--- src/rtl/cdscrp_pkg.sv ---
`default_nettype none
package cdscrp_pkg;

    localparam int OUT_BITS = 32;
    localparam int WORD_LEN = 10;

    // line mark codes
    localparam logic [2:0] MARK_AWAIT_C = 3'd0;
    localparam logic [2:0] MARK_GOT_C   = 3'd1;
    localparam logic [2:0] MARK_GOT_D   = 3'd2;
    localparam logic [2:0] MARK_IN_CDS  = 3'd3;
    localparam logic [2:0] MARK_SKIP    = 3'd4;

    localparam logic [7:0] CH_LF     = 8'h0A;
    localparam logic [7:0] CH_TAB    = 8'h09;
    localparam logic [7:0] CH_VT     = 8'h0B;
    localparam logic [7:0] CH_FF     = 8'h0C;
    localparam logic [7:0] CH_CR     = 8'h0D;
    localparam logic [7:0] CH_SP     = 8'h20;
    localparam logic [7:0] CH_RPAREN = 8'h29;
    localparam logic [7:0] CH_DOT    = 8'h2E;
    localparam logic [7:0] CH_0      = 8'h30;
    localparam logic [7:0] CH_9      = 8'h39;
    localparam logic [7:0] CH_UC_C   = 8'h43;
    localparam logic [7:0] CH_UC_D   = 8'h44;
    localparam logic [7:0] CH_UC_S   = 8'h53;

    localparam logic [3:0] MATCH_DONE = 4'(WORD_LEN);

    function automatic logic is_blank(input logic [7:0] c);
        return c inside {CH_SP, CH_TAB, CH_CR, CH_VT, CH_FF};
    endfunction

    // letters of "complement"
    function automatic logic [7:0] keyword_char(input logic [3:0] idx);
        logic [7:0] ch;
        case (idx)
            4'd0:    ch = 8'h63; // c
            4'd1:    ch = 8'h6F; // o
            4'd2:    ch = 8'h6D; // m
            4'd3:    ch = 8'h70; // p
            4'd4:    ch = 8'h6C; // l
            4'd5:    ch = 8'h65; // e
            4'd6:    ch = 8'h6D; // m
            4'd7:    ch = 8'h65; // e
            4'd8:    ch = 8'h6E; // n
            4'd9:    ch = 8'h74; // t
            default: ch = 8'h00;
        endcase
        return ch;
    endfunction

endpackage
`default_nettype wire

--- src/rtl/cds_complement_range_parser_top.sv ---
// A record appears on the master side in the cycle after the byte that causes it is accepted.
// Throughput: one byte per cycle; the only stall is a result held by m_tready low.
// Parse state and accumulators update in the accept cycle; the result register
// decouples the two sides.
// Reset: synchronous, active low; clears parse state and the result valid.
`default_nettype none
module cds_complement_range_parser_top
    import cdscrp_pkg::*;
#(
    parameter int COORD_BITS = 32
) (
    input  wire logic        i_clk,
    input  wire logic        i_rst_n,
    input  wire logic        s_tvalid,
    output      logic        s_tready,
    input  wire logic [7:0]  s_tdata,   // [7:0] in_byte
    input  wire logic [0:0]  s_tuser,   // [0] end_of_file
    output      logic        m_tvalid,
    input  wire logic        m_tready,
    output      logic [63:0] m_tdata,   // [31:0] start_coord, [63:32] end_coord
    output      logic        m_tlast    // list_end
);

    logic [2:0]            r_mark, n_mark;
    logic                  r_als, n_als;
    logic [3:0]            r_mc, n_mc;
    logic                  r_pd, n_pd;
    logic [COORD_BITS-1:0] r_sa, n_sa;
    logic [COORD_BITS-1:0] r_ea, n_ea;

    logic                  r_out_valid;
    logic [OUT_BITS-1:0]   r_out_start;
    logic [OUT_BITS-1:0]   r_out_end;
    logic                  r_out_last;

    logic                  s_accept;
    logic                  emit;
    logic                  emit_last;
    logic [7:0]            c;
    logic [3:0]            digit;
    logic [63:0]           sa_ext;
    logic [63:0]           ea_ext;

    // acc*10 + d, saturating at all ones
    function automatic logic [COORD_BITS-1:0] push_digit(
        input logic [COORD_BITS-1:0] acc,
        input logic [3:0]            d
    );
        logic [COORD_BITS+3:0] sum;
        sum = {1'b0, acc, 3'b000} + {3'b000, acc, 1'b0} + (COORD_BITS+4)'(d);
        if (sum[COORD_BITS+3:COORD_BITS] != 4'd0) begin
            return {COORD_BITS{1'b1}};
        end
        return sum[COORD_BITS-1:0];
    endfunction

    assign s_tready = !r_out_valid || m_tready;
    assign s_accept = s_tvalid && s_tready;
    assign c        = s_tdata;
    assign digit    = 4'(c - CH_0);
    assign sa_ext   = 64'(r_sa);
    assign ea_ext   = 64'(r_ea);

    always_comb begin
        n_mark    = r_mark;
        n_als     = r_als;
        n_mc      = r_mc;
        n_pd      = r_pd;
        n_sa      = r_sa;
        n_ea      = r_ea;
        emit      = 1'b0;
        emit_last = 1'b0;
        if (s_tuser[0]) begin
            emit      = 1'b1;
            emit_last = 1'b1;
            n_mark    = MARK_AWAIT_C;
            n_als     = 1'b1;
            n_mc      = 4'd0;
            n_pd      = 1'b0;
            n_sa      = '0;
            n_ea      = '0;
        end else if (c == CH_LF) begin
            n_als  = 1'b1;
            n_mark = MARK_AWAIT_C;
        end else if (r_mark >= MARK_SKIP) begin
            // rest of an ignored line
        end else if (r_als && r_mark != MARK_IN_CDS) begin
            if (!is_blank(c)) begin
                if (r_mark == MARK_AWAIT_C && c == CH_UC_C) begin
                    n_mark = MARK_GOT_C;
                end else if (r_mark == MARK_GOT_C && c == CH_UC_D) begin
                    n_mark = MARK_GOT_D;
                end else if (r_mark == MARK_GOT_D && c == CH_UC_S) begin
                    n_mark = MARK_IN_CDS;
                end else begin
                    n_mark = MARK_SKIP;
                    n_als  = 1'b0;
                end
            end
        end else if (r_mark == MARK_IN_CDS) begin
            n_als = 1'b0;
            if (is_blank(c)) begin
                // blanks are not collected
            end else if (c == CH_RPAREN) begin
                emit = (r_mc >= MATCH_DONE);
                n_mc = 4'd0;
                n_pd = 1'b0;
                n_sa = '0;
                n_ea = '0;
            end else if (r_mc < MATCH_DONE) begin
                if (c == keyword_char(r_mc)) begin
                    n_mc = r_mc + 4'd1;
                end else begin
                    n_mc = (c == keyword_char(4'd0)) ? 4'd1 : 4'd0;
                end
            end else if (c == CH_DOT) begin
                n_pd = 1'b1;
            end else if (c inside {[CH_0:CH_9]}) begin
                if (r_pd) begin
                    n_ea = push_digit(r_ea, digit);
                end else begin
                    n_sa = push_digit(r_sa, digit);
                end
            end
        end
    end

    always_ff @(posedge i_clk) begin
        if (!i_rst_n) begin
            r_mark      <= MARK_AWAIT_C;
            r_als       <= 1'b1;
            r_mc        <= 4'd0;
            r_pd        <= 1'b0;
            r_sa        <= '0;
            r_ea        <= '0;
            r_out_valid <= 1'b0;
        end else begin
            if (s_accept) begin
                r_mark      <= n_mark;
                r_als       <= n_als;
                r_mc        <= n_mc;
                r_pd        <= n_pd;
                r_sa        <= n_sa;
                r_ea        <= n_ea;
                r_out_valid <= emit;
            end else if (m_tready) begin
                r_out_valid <= 1'b0;
            end
        end
    end

    // result payload, no reset
    always_ff @(posedge i_clk) begin
        if (s_accept && emit) begin
            r_out_last <= emit_last;
            if (emit_last) begin
                r_out_start <= '0;
                r_out_end   <= '0;
            end else begin
                r_out_start <= sa_ext[OUT_BITS-1:0];
                r_out_end   <= ea_ext[OUT_BITS-1:0];
            end
        end
    end

    assign m_tvalid = r_out_valid;
    assign m_tdata  = {r_out_end, r_out_start};
    assign m_tlast  = r_out_last;

endmodule
`default_nettype wire

--- config.mk ---
export PLATFORM = sky130hd
export DESIGN_NAME = cds_complement_range_parser_top
export DESIGN_NICKNAME = d
export VERILOG_FILES = /design/src/rtl/cdscrp_pkg.sv /design/src/rtl/cds_complement_range_parser_top.sv
export SDC_FILE = /design/constraint.sdc
export NUM_CORES = 1
export LEC_CHECK = 0
export BUFFER_PORTS_ARGS = -buffer_cell sky130_fd_sc_hd__clkbuf_2
export CAP_MARGIN = 20
export CELL_PAD_IN_SITES_DETAIL_PLACEMENT = 0
export CELL_PAD_IN_SITES_GLOBAL_PLACEMENT = 1
export CORE_MARGIN = 4
export CORE_UTILIZATION = 31
export CTS_CLUSTER_DIAMETER = 40
export DETAILED_ROUTE_END_ITERATION = 12
export GPL_TIMING_DRIVEN = 0
export PLACE_DENSITY = 0.65
export SYNTH_ARGS = -nofsm -noshare
export SYNTH_HDL_FRONTEND = slang
export SYNTH_SLANG_ARGS = --single-unit
--- constraint.sdc ---
create_clock -name i_clk -period 5.5 [get_ports i_clk]
set_input_delay 0.55 -clock i_clk [delete_from_list [all_inputs] [get_ports i_clk]]
set_output_delay 0.55 -clock i_clk [all_outputs]
set_load 0.05 [all_outputs]
==> results_dict.tcl, run 1 <==
set metrics [dict create \
    status "completed" \
    grt_use_met2_pct 26.8 \
    setup_tns_ns 0 \
    synthCells 1090 \
    r2r_setup_slack_ns 1.49 \
    num_antenna_cells 0 \
    synth_seq_cells 145 \
    whs_endpoint "m_tlast" \
    dp_hpwl_mm 21.2 \
    grt_use_total_pct 15.4 \
    finalNetCount 1339 \
    start_util_pct 31.7 \
    viasPerCell 5.14 \
    clock_path_buffers 2 \
    crit_chain "fa_1 -> inv_1 -> fa_1 -> nand2b_1 -> a21oi_1 -> o41ai_1 -> a21oi_1 -> o21ai_0 -> mux2i_1 -> and3_1 -> clkbuf_2 -> o21ai_0 -> a22o_1" \
    cts_sinks 145 \
    dp.cells 1613 \
    clock.fmax_mhz 250 \
    crit_fanout 10 \
    numCtsBuffers 17 \
    r2r_end "r_sa[24]" \
    postLayoutCellArea_mm2 0.0119 \
    grt-busiest-layer "met2" \
    grt_pass1_vias 8634 \
    path_clk_slew_ns 0.07 \
    ir_drop_mv 0.230 \
    area_growth_pct 15.1 \
    pre_cts_ws_ns 1.11 \
    place_area_mm2 0.0113 \
    worstHoldPathType "in -> reg" \
    overflow 0 \
    drtIter0Drc 407 \
    dieWidth_um 191 \
    antenna_found_initial 0 \
    routedWlPerCell_um 16.7 \
    critPathLaunchType "flip-flop" \
    dieArea_mm2 0.0364 \
    ff2ff_path_depth 13 \
    finClkSkew_ns 0.0175 \
    hold_depth 1 \
    grt_pass1_wl_mm 45.0 \
    gp_congestion 0.840 \
    critPathMaxStageDelay_ns 0.76 \
    met3_usage_pct 2.51 \
    min_from "s_tuser" \
    critPathCaptureType "flip-flop" \
    htreeDepth 4 \
    final_common_cell "ha_1" \
    crit_arrival_ns 4.32 \
    clock_latency_ns 0.44 \
    hold_buffers 0 \
    final_cell_mix "ha_1 (132), a21oi_1 (83), clkbuf_2 (83)" \
    power_mw 2.49 \
    io_buffer_count 79 \
    cts-resized-gates 0 \
    drt_pass1_iterations 4 \
    cp_slowest_cell "o41ai_1" \
    hold_violations 0 \
    p_per_area_mw_per_mm2 209 \
    async_flop_share_pct 0 \
    drc 0 \
    whs_ns 0.312 \
    post-cts-setup-buffers 0 \
    rsz0062_at_grt "no" \
    drive_gt1_share_pct 13.1 \
    finalCritPeriodShare_pct 72.8 \
    synth_edf_count 65 \
    synth-main-ff-cell "dfxtp_1" \
    ys_seq_area_share_pct 34.3 \
    nFillCells 3434 \
    die_y_um 191 \
    final_cells 1645 \
    cp_data_required_time_ns 5.82 \
    crit_type "reg -> reg" \
    io_pins 80 \
    root_buffer "clkbuf_16" \
    final-setup-viol-count 0 \
    synth_cell_type_count 78 \
    globalRouteMet1Util_pct 19.7 \
    min_period_ns 4.01 \
    fp-row-count 66 \
    maxCapViolCount 0 \
    syn_area_mm2 0.0104 \
    final_core_util_pct 36.4 \
    setup_ws_ns 1.49 \
    p_leak_nw 5.25 \
    ant_nets 0 \
    finalMaxSlewViolations 0 \
    reg2reg_from "r_sa[0]" \
    slew-limit-headroom_pct 38.9 \
    grt_max_degree 27 \
    synth_warnings 0 \
    vias 8455 \
    cts_tree "built" \
    postSynthNetCount 1239 \
    worst_pin_slew_ns 0.916 \
    core_area_mm2 0.0327 \
    totalWireLength_mm 27.4 \
    avgSynthCellArea_um2 9.50 \
]
## worst max-delay path, delay by kind of cell, from the launching register on
family / cells / cell delay [ns]
adder cells (fa/ha/maj): 2 / 0.70
AO/OA/AOI/OAI: 6 / 1.72
multiplexers: 1 / 0.23
buffers and inverters: 2 / 0.38
AND/OR/NAND/NOR: 2 / 0.41
flip-flops: 1 / 0.44
## final cells by class
type                       count  area (um^2)  area share (%)
clock inverter                10          111           0.935
clock buffer                  22          454            3.81
buffer                        56          293            2.46
inverter                      25         93.8           0.788
timing repair buffer          81          435            3.65
sequential                   145         3550            29.8
tap                          442          553            4.64
multi-input combinational    864         6420            53.9
## state kept, by name (all words and copies together) (netlist names), named ones only
name / count
r_ea: 32
m_tlast: 1
r_mark: 3
r_mc: 4
m_tvalid: 1
r_out_end: 32
r_als: 1
r_sa: 32
r_out_start: 32
r_pd: 1
## layer usage
layer	vias to the layer above	routed length, um	part of all wire, %
met4	0	383	1.4
met3	22	772	2.8
met1	4021	12800	47
met5	-	0	0
met2	123	13500	49
li1	4289	-	-
## power by group
part	switching (mW)	internal, mW
combinational	0.133	0.0353
sequential	0.00695	1.14
clock	0.492	0.679
## worst max-delay path by stage
stage / from / end / slack [ns] / cells after the start
after floorplan: m_tready / m_tlast / 0.87 / 4
after global placement: s_tuser / r_out_end[17] / -1.45 / 5
after detailed placement: s_tdata[3] / r_sa[17] / 1.11 / 14
after CTS: r_sa[0] / r_sa[3] / 1.43 / 13
after global routing: r_sa[0] / r_sa[3] / 1.19 / 13
final: r_sa[0] / r_sa[24] / 1.49 / 13
## cells in the mapped netlist (4+ instances only)
cell      number  share of area [%]
o21ai_1       28                1.4
o211ai_1      11               0.80
a221o_1       31                3.0
xnor2_1       32                2.7
a211oi_1       6               0.44
nand2_1       71                2.6
clkbuf_1      24               0.87
nand4_1       18                1.1
buf_6          6               0.65
nor2b_1       78                4.7
nor3_1        14               0.68
nor2_1        59                2.1
buf_2         20               0.97
and3_1         6               0.36
ha_1         132                 16
fa_1           4               0.77
xor2_1        32                2.7
o21bai_1      10               0.73
a22o_1        28                2.4
o31a_1         4               0.34
o21a_1        12               0.87
o21ai_0       48                2.3
mux2i_1        6               0.58
inv_1         25               0.91
a21o_1        18                1.3
or3_1          4               0.24
and2_1         7               0.42
clkbuf_2       4               0.19
a21oi_1       83                4.0
nand2b_1      17                1.0
a31oi_1       10               0.60
dfxtp_1       80                 15
nand3_1       26                1.3
edfxtp_1      65                 19
## cell families after synthesis
group | count (synthesis) | share of synthesized area, %
adder cells (fa/ha/maj) | 136 | 16.7
AND/OR/NAND/NOR | 329 | 17.1
buffers and inverters | 81 | 3.73
AO/OA/AOI/OAI | 329 | 22.1
multiplexers | 6 | 0.580
XOR/XNOR | 64 | 5.41
flip-flops | 145 | 34.3
Power figures use the tool's default switching activity.
==> inputs of run 2 (changes only) <==
Settings changed: ABC_AREA set to 1, PLACE_DENSITY 0.65 to 0.7.
Clock period 5.5 ns to 3.2 ns, I/O delays scaled along.
==> run 2 against run 1 <==
Global-route usage grew 1.1 points. Total power grew 76%. Synthesized area grew 16%. Wire length grew 25%. First-iteration DRC count grew 18%. Clock-buffer cell count shrank 2. Flip-flop and latch count is the same. Non-clock buffer count shrank 4. Combinational power grew 93%. Register-to-register slack lost 1.4 ns. Critical endpoint is now r_sa[14]. Largest cell class unchanged.
==> results_dict.tcl, run 2 <==
set metrics [dict create \
    path_clk_slew_ns 0.06 \
    final_cells 2427 \
    grt_use_total_pct 16.5 \
    synth-main-ff-cell "dfxtp_1" \
    finalNetCount 2052 \
    dp.cells 2382 \
    dieWidth_um 205 \
    slew-limit-headroom_pct 32.3 \
    viasPerCell 4.50 \
    crit_arrival_ns 3.34 \
    critPathMaxStageDelay_ns 0.57 \
    crit_fanout 7 \
    synth_cell_type_count 39 \
    maxCapViolCount 0 \
    totalWireLength_mm 34.4 \
    drive_gt1_share_pct 12.8 \
    grt_pass1_vias 10900 \
    finalCritPeriodShare_pct 95.7 \
    dieArea_mm2 0.0420 \
    antenna_found_initial 0 \
    worst-path-buf-inv 4 \
    routedWlPerCell_um 14.2 \
    vias 10900 \
    nFillCells 4085 \
    postSynthNetCount 1939 \
    root_buffer "clkbuf_16" \
    p_per_area_mw_per_mm2 313 \
    async_flop_share_pct 0 \
    final_common_cell "nand2_1" \
    ant_nets 0 \
    drtIter0Drc 482 \
    cts_sinks 145 \
    setup_ws_ns 0.139 \
    overflow 0 \
    synth_most_common_cell "nand2_1" \
    syn_area_mm2 0.0120 \
    synth_largest_area_cell "nand2_1" \
    cts_tree "built" \
    worst_pin_slew_ns 1.02 \
    synth_top_area_share_pct 19.3 \
    io_buffer_count 79 \
    critPathLaunchType "flip-flop" \
    pre_cts_ws_ns -0.763 \
    critPathCaptureType "flip-flop" \
    ir_drop_mv 0.339 \
    worstHoldPathType "in -> reg" \
    synthCells 1790 \
    avgSynthCellArea_um2 6.72 \
    synth_edf_count 65 \
    clock_latency_ns 0.43 \
    p_leak_nw 7.27 \
    synth_seq_cells 145 \
    cp_slowest_cell "fa_1" \
    critical-path-top-delay-family "simple AND/OR/NAND/NOR gates" \
    final-setup-viol-count 0 \
    cp_data_required_time_ns 3.48 \
    die_y_um 205 \
    min_period_ns 3.06 \
    crit_chain "fa_1 -> inv_1 -> fa_2 -> inv_1 -> nand2_1 -> nand2_2 -> nand3_1 -> nand2_2 -> nand2_1 -> nand2_2 -> nand2_1 -> nand3_2 -> nand2_2 -> nor2_4 -> buf_12 -> clkbuf_4 -> nand3_1 -> nand2_1 -> a21oi_2" \
    hold_violations 0 \
    synth_warnings 0 \
    start_util_pct 31.7 \
    synth_area_leaders "nand2_1 (19%), edfxtp_1 (16%), ha_1 (14%)" \
    crit_type "reg -> reg" \
    drt_pass1_iterations 5 \
    finClkSkew_ns 0.00793 \
    htreeDepth 4 \
    dp_hpwl_mm 28.0 \
    core_area_mm2 0.0379 \
    final_cell_mix "nand2_1 (605), inv_1 (300), nor2_1 (175)" \
    grt_max_degree 31 \
    gp_congestion 0.875 \
    num_antenna_cells 0 \
    clock.fmax_mhz 327 \
    ys_seq_area_share_pct 29.5 \
    io_pins 80 \
    finalMaxSlewViolations 0 \
    synthTopCellsByCount "nand2_1 (617), inv_1 (300), nor2_1 (180)" \
    area_growth_pct 16.3 \
    status "completed" \
    numCtsBuffers 17 \
    fp-row-count 71 \
    grt_pass1_wl_mm 55.9 \
    clock_path_buffers 2 \
    drc 0 \
]
==> run 2: stage by stage <==
stage	TNS, ns	utilization [%]	instance area [um^2]	hold WS (ns)	total power [mW]
6_report	0	36.9	14000	0.205	4.38
4_1_cts	-0.0375	36.4	13800	0.179	4.43
5_1_grt	-0.0119	36.9	14000	0.201	4.53
3_5_place_dp	-36.64	34.6	13100	0.498	2.36
2_1_floorplan	0	-	12000	0.407	2.25
3_3_place_gp	-38.44	34.5	13100	0.492	2.35
==> run 2: kinds of logic (layout without fill, tap and decap cells) <==
family	Yosys count	after routing	synth area share [%]
AOI/OAI and AO/OA	176	176	9.89
xor gates and xnor gates	43	43	3.13
adders and majority gates	136	136	14.4
buffers and inverters	346	472	11.3
DFF	145	145	29.5
and+or+nand+nor	944	944	31.7
==> run 2: layout make-up <==
class                   instances  area [um^2]  area share, %
well taps                     511          639           4.57
inverters                     307         1150           8.24
plain buffers                  38          272           1.94
multi-input cells            1299         7190           51.4
repair buffers                 95          574           4.11
clock buffers                  20          478           3.42
flip-flops and latches        145         3560           25.4
clock inverters                12          119          0.850
==> run 2: what timing repair did <==
item	4_1_cts	5_1_grt
pin swaps	2	8
resized for setup	25	31
cloned	0	4
buffers inserted	3	7
hold buffers	0	0
endpoints found under the setup margin	64	62
==> run 2: power breakdown <==
part           internal (mW)  total, mW  switching, mW
Clock                   1.17       2.06          0.888
Sequential              1.97       1.99         0.0198
Combinational         0.0703      0.326          0.256
Total                   3.21       4.38           1.16
==> run 2: path summary, 6_finish.rpt <==
check        startpoint        to  slack [ns]  cells after the start
max reg2reg     r_sa[0]  r_sa[14]        0.14                     19
max             r_sa[0]  r_sa[14]        0.14                     19
min            m_tready  m_tvalid        0.21                      4
min reg2reg       r_als     r_als        0.52                      2
==> run 2: layer usage <==
layer  track usage (%)  part of all wire (%)
met1              20.3                    46
met2              30.5                    50
met3              1.84                   1.8
met4              4.40                   1.6
met5                 0                     0
==> run 2: worst min-delay path, stage by stage <==
cell and delay (ns):
clkbuf_2 0.08, inv_1 0.03, nand2_1 0.08, a21oi_1 0.07
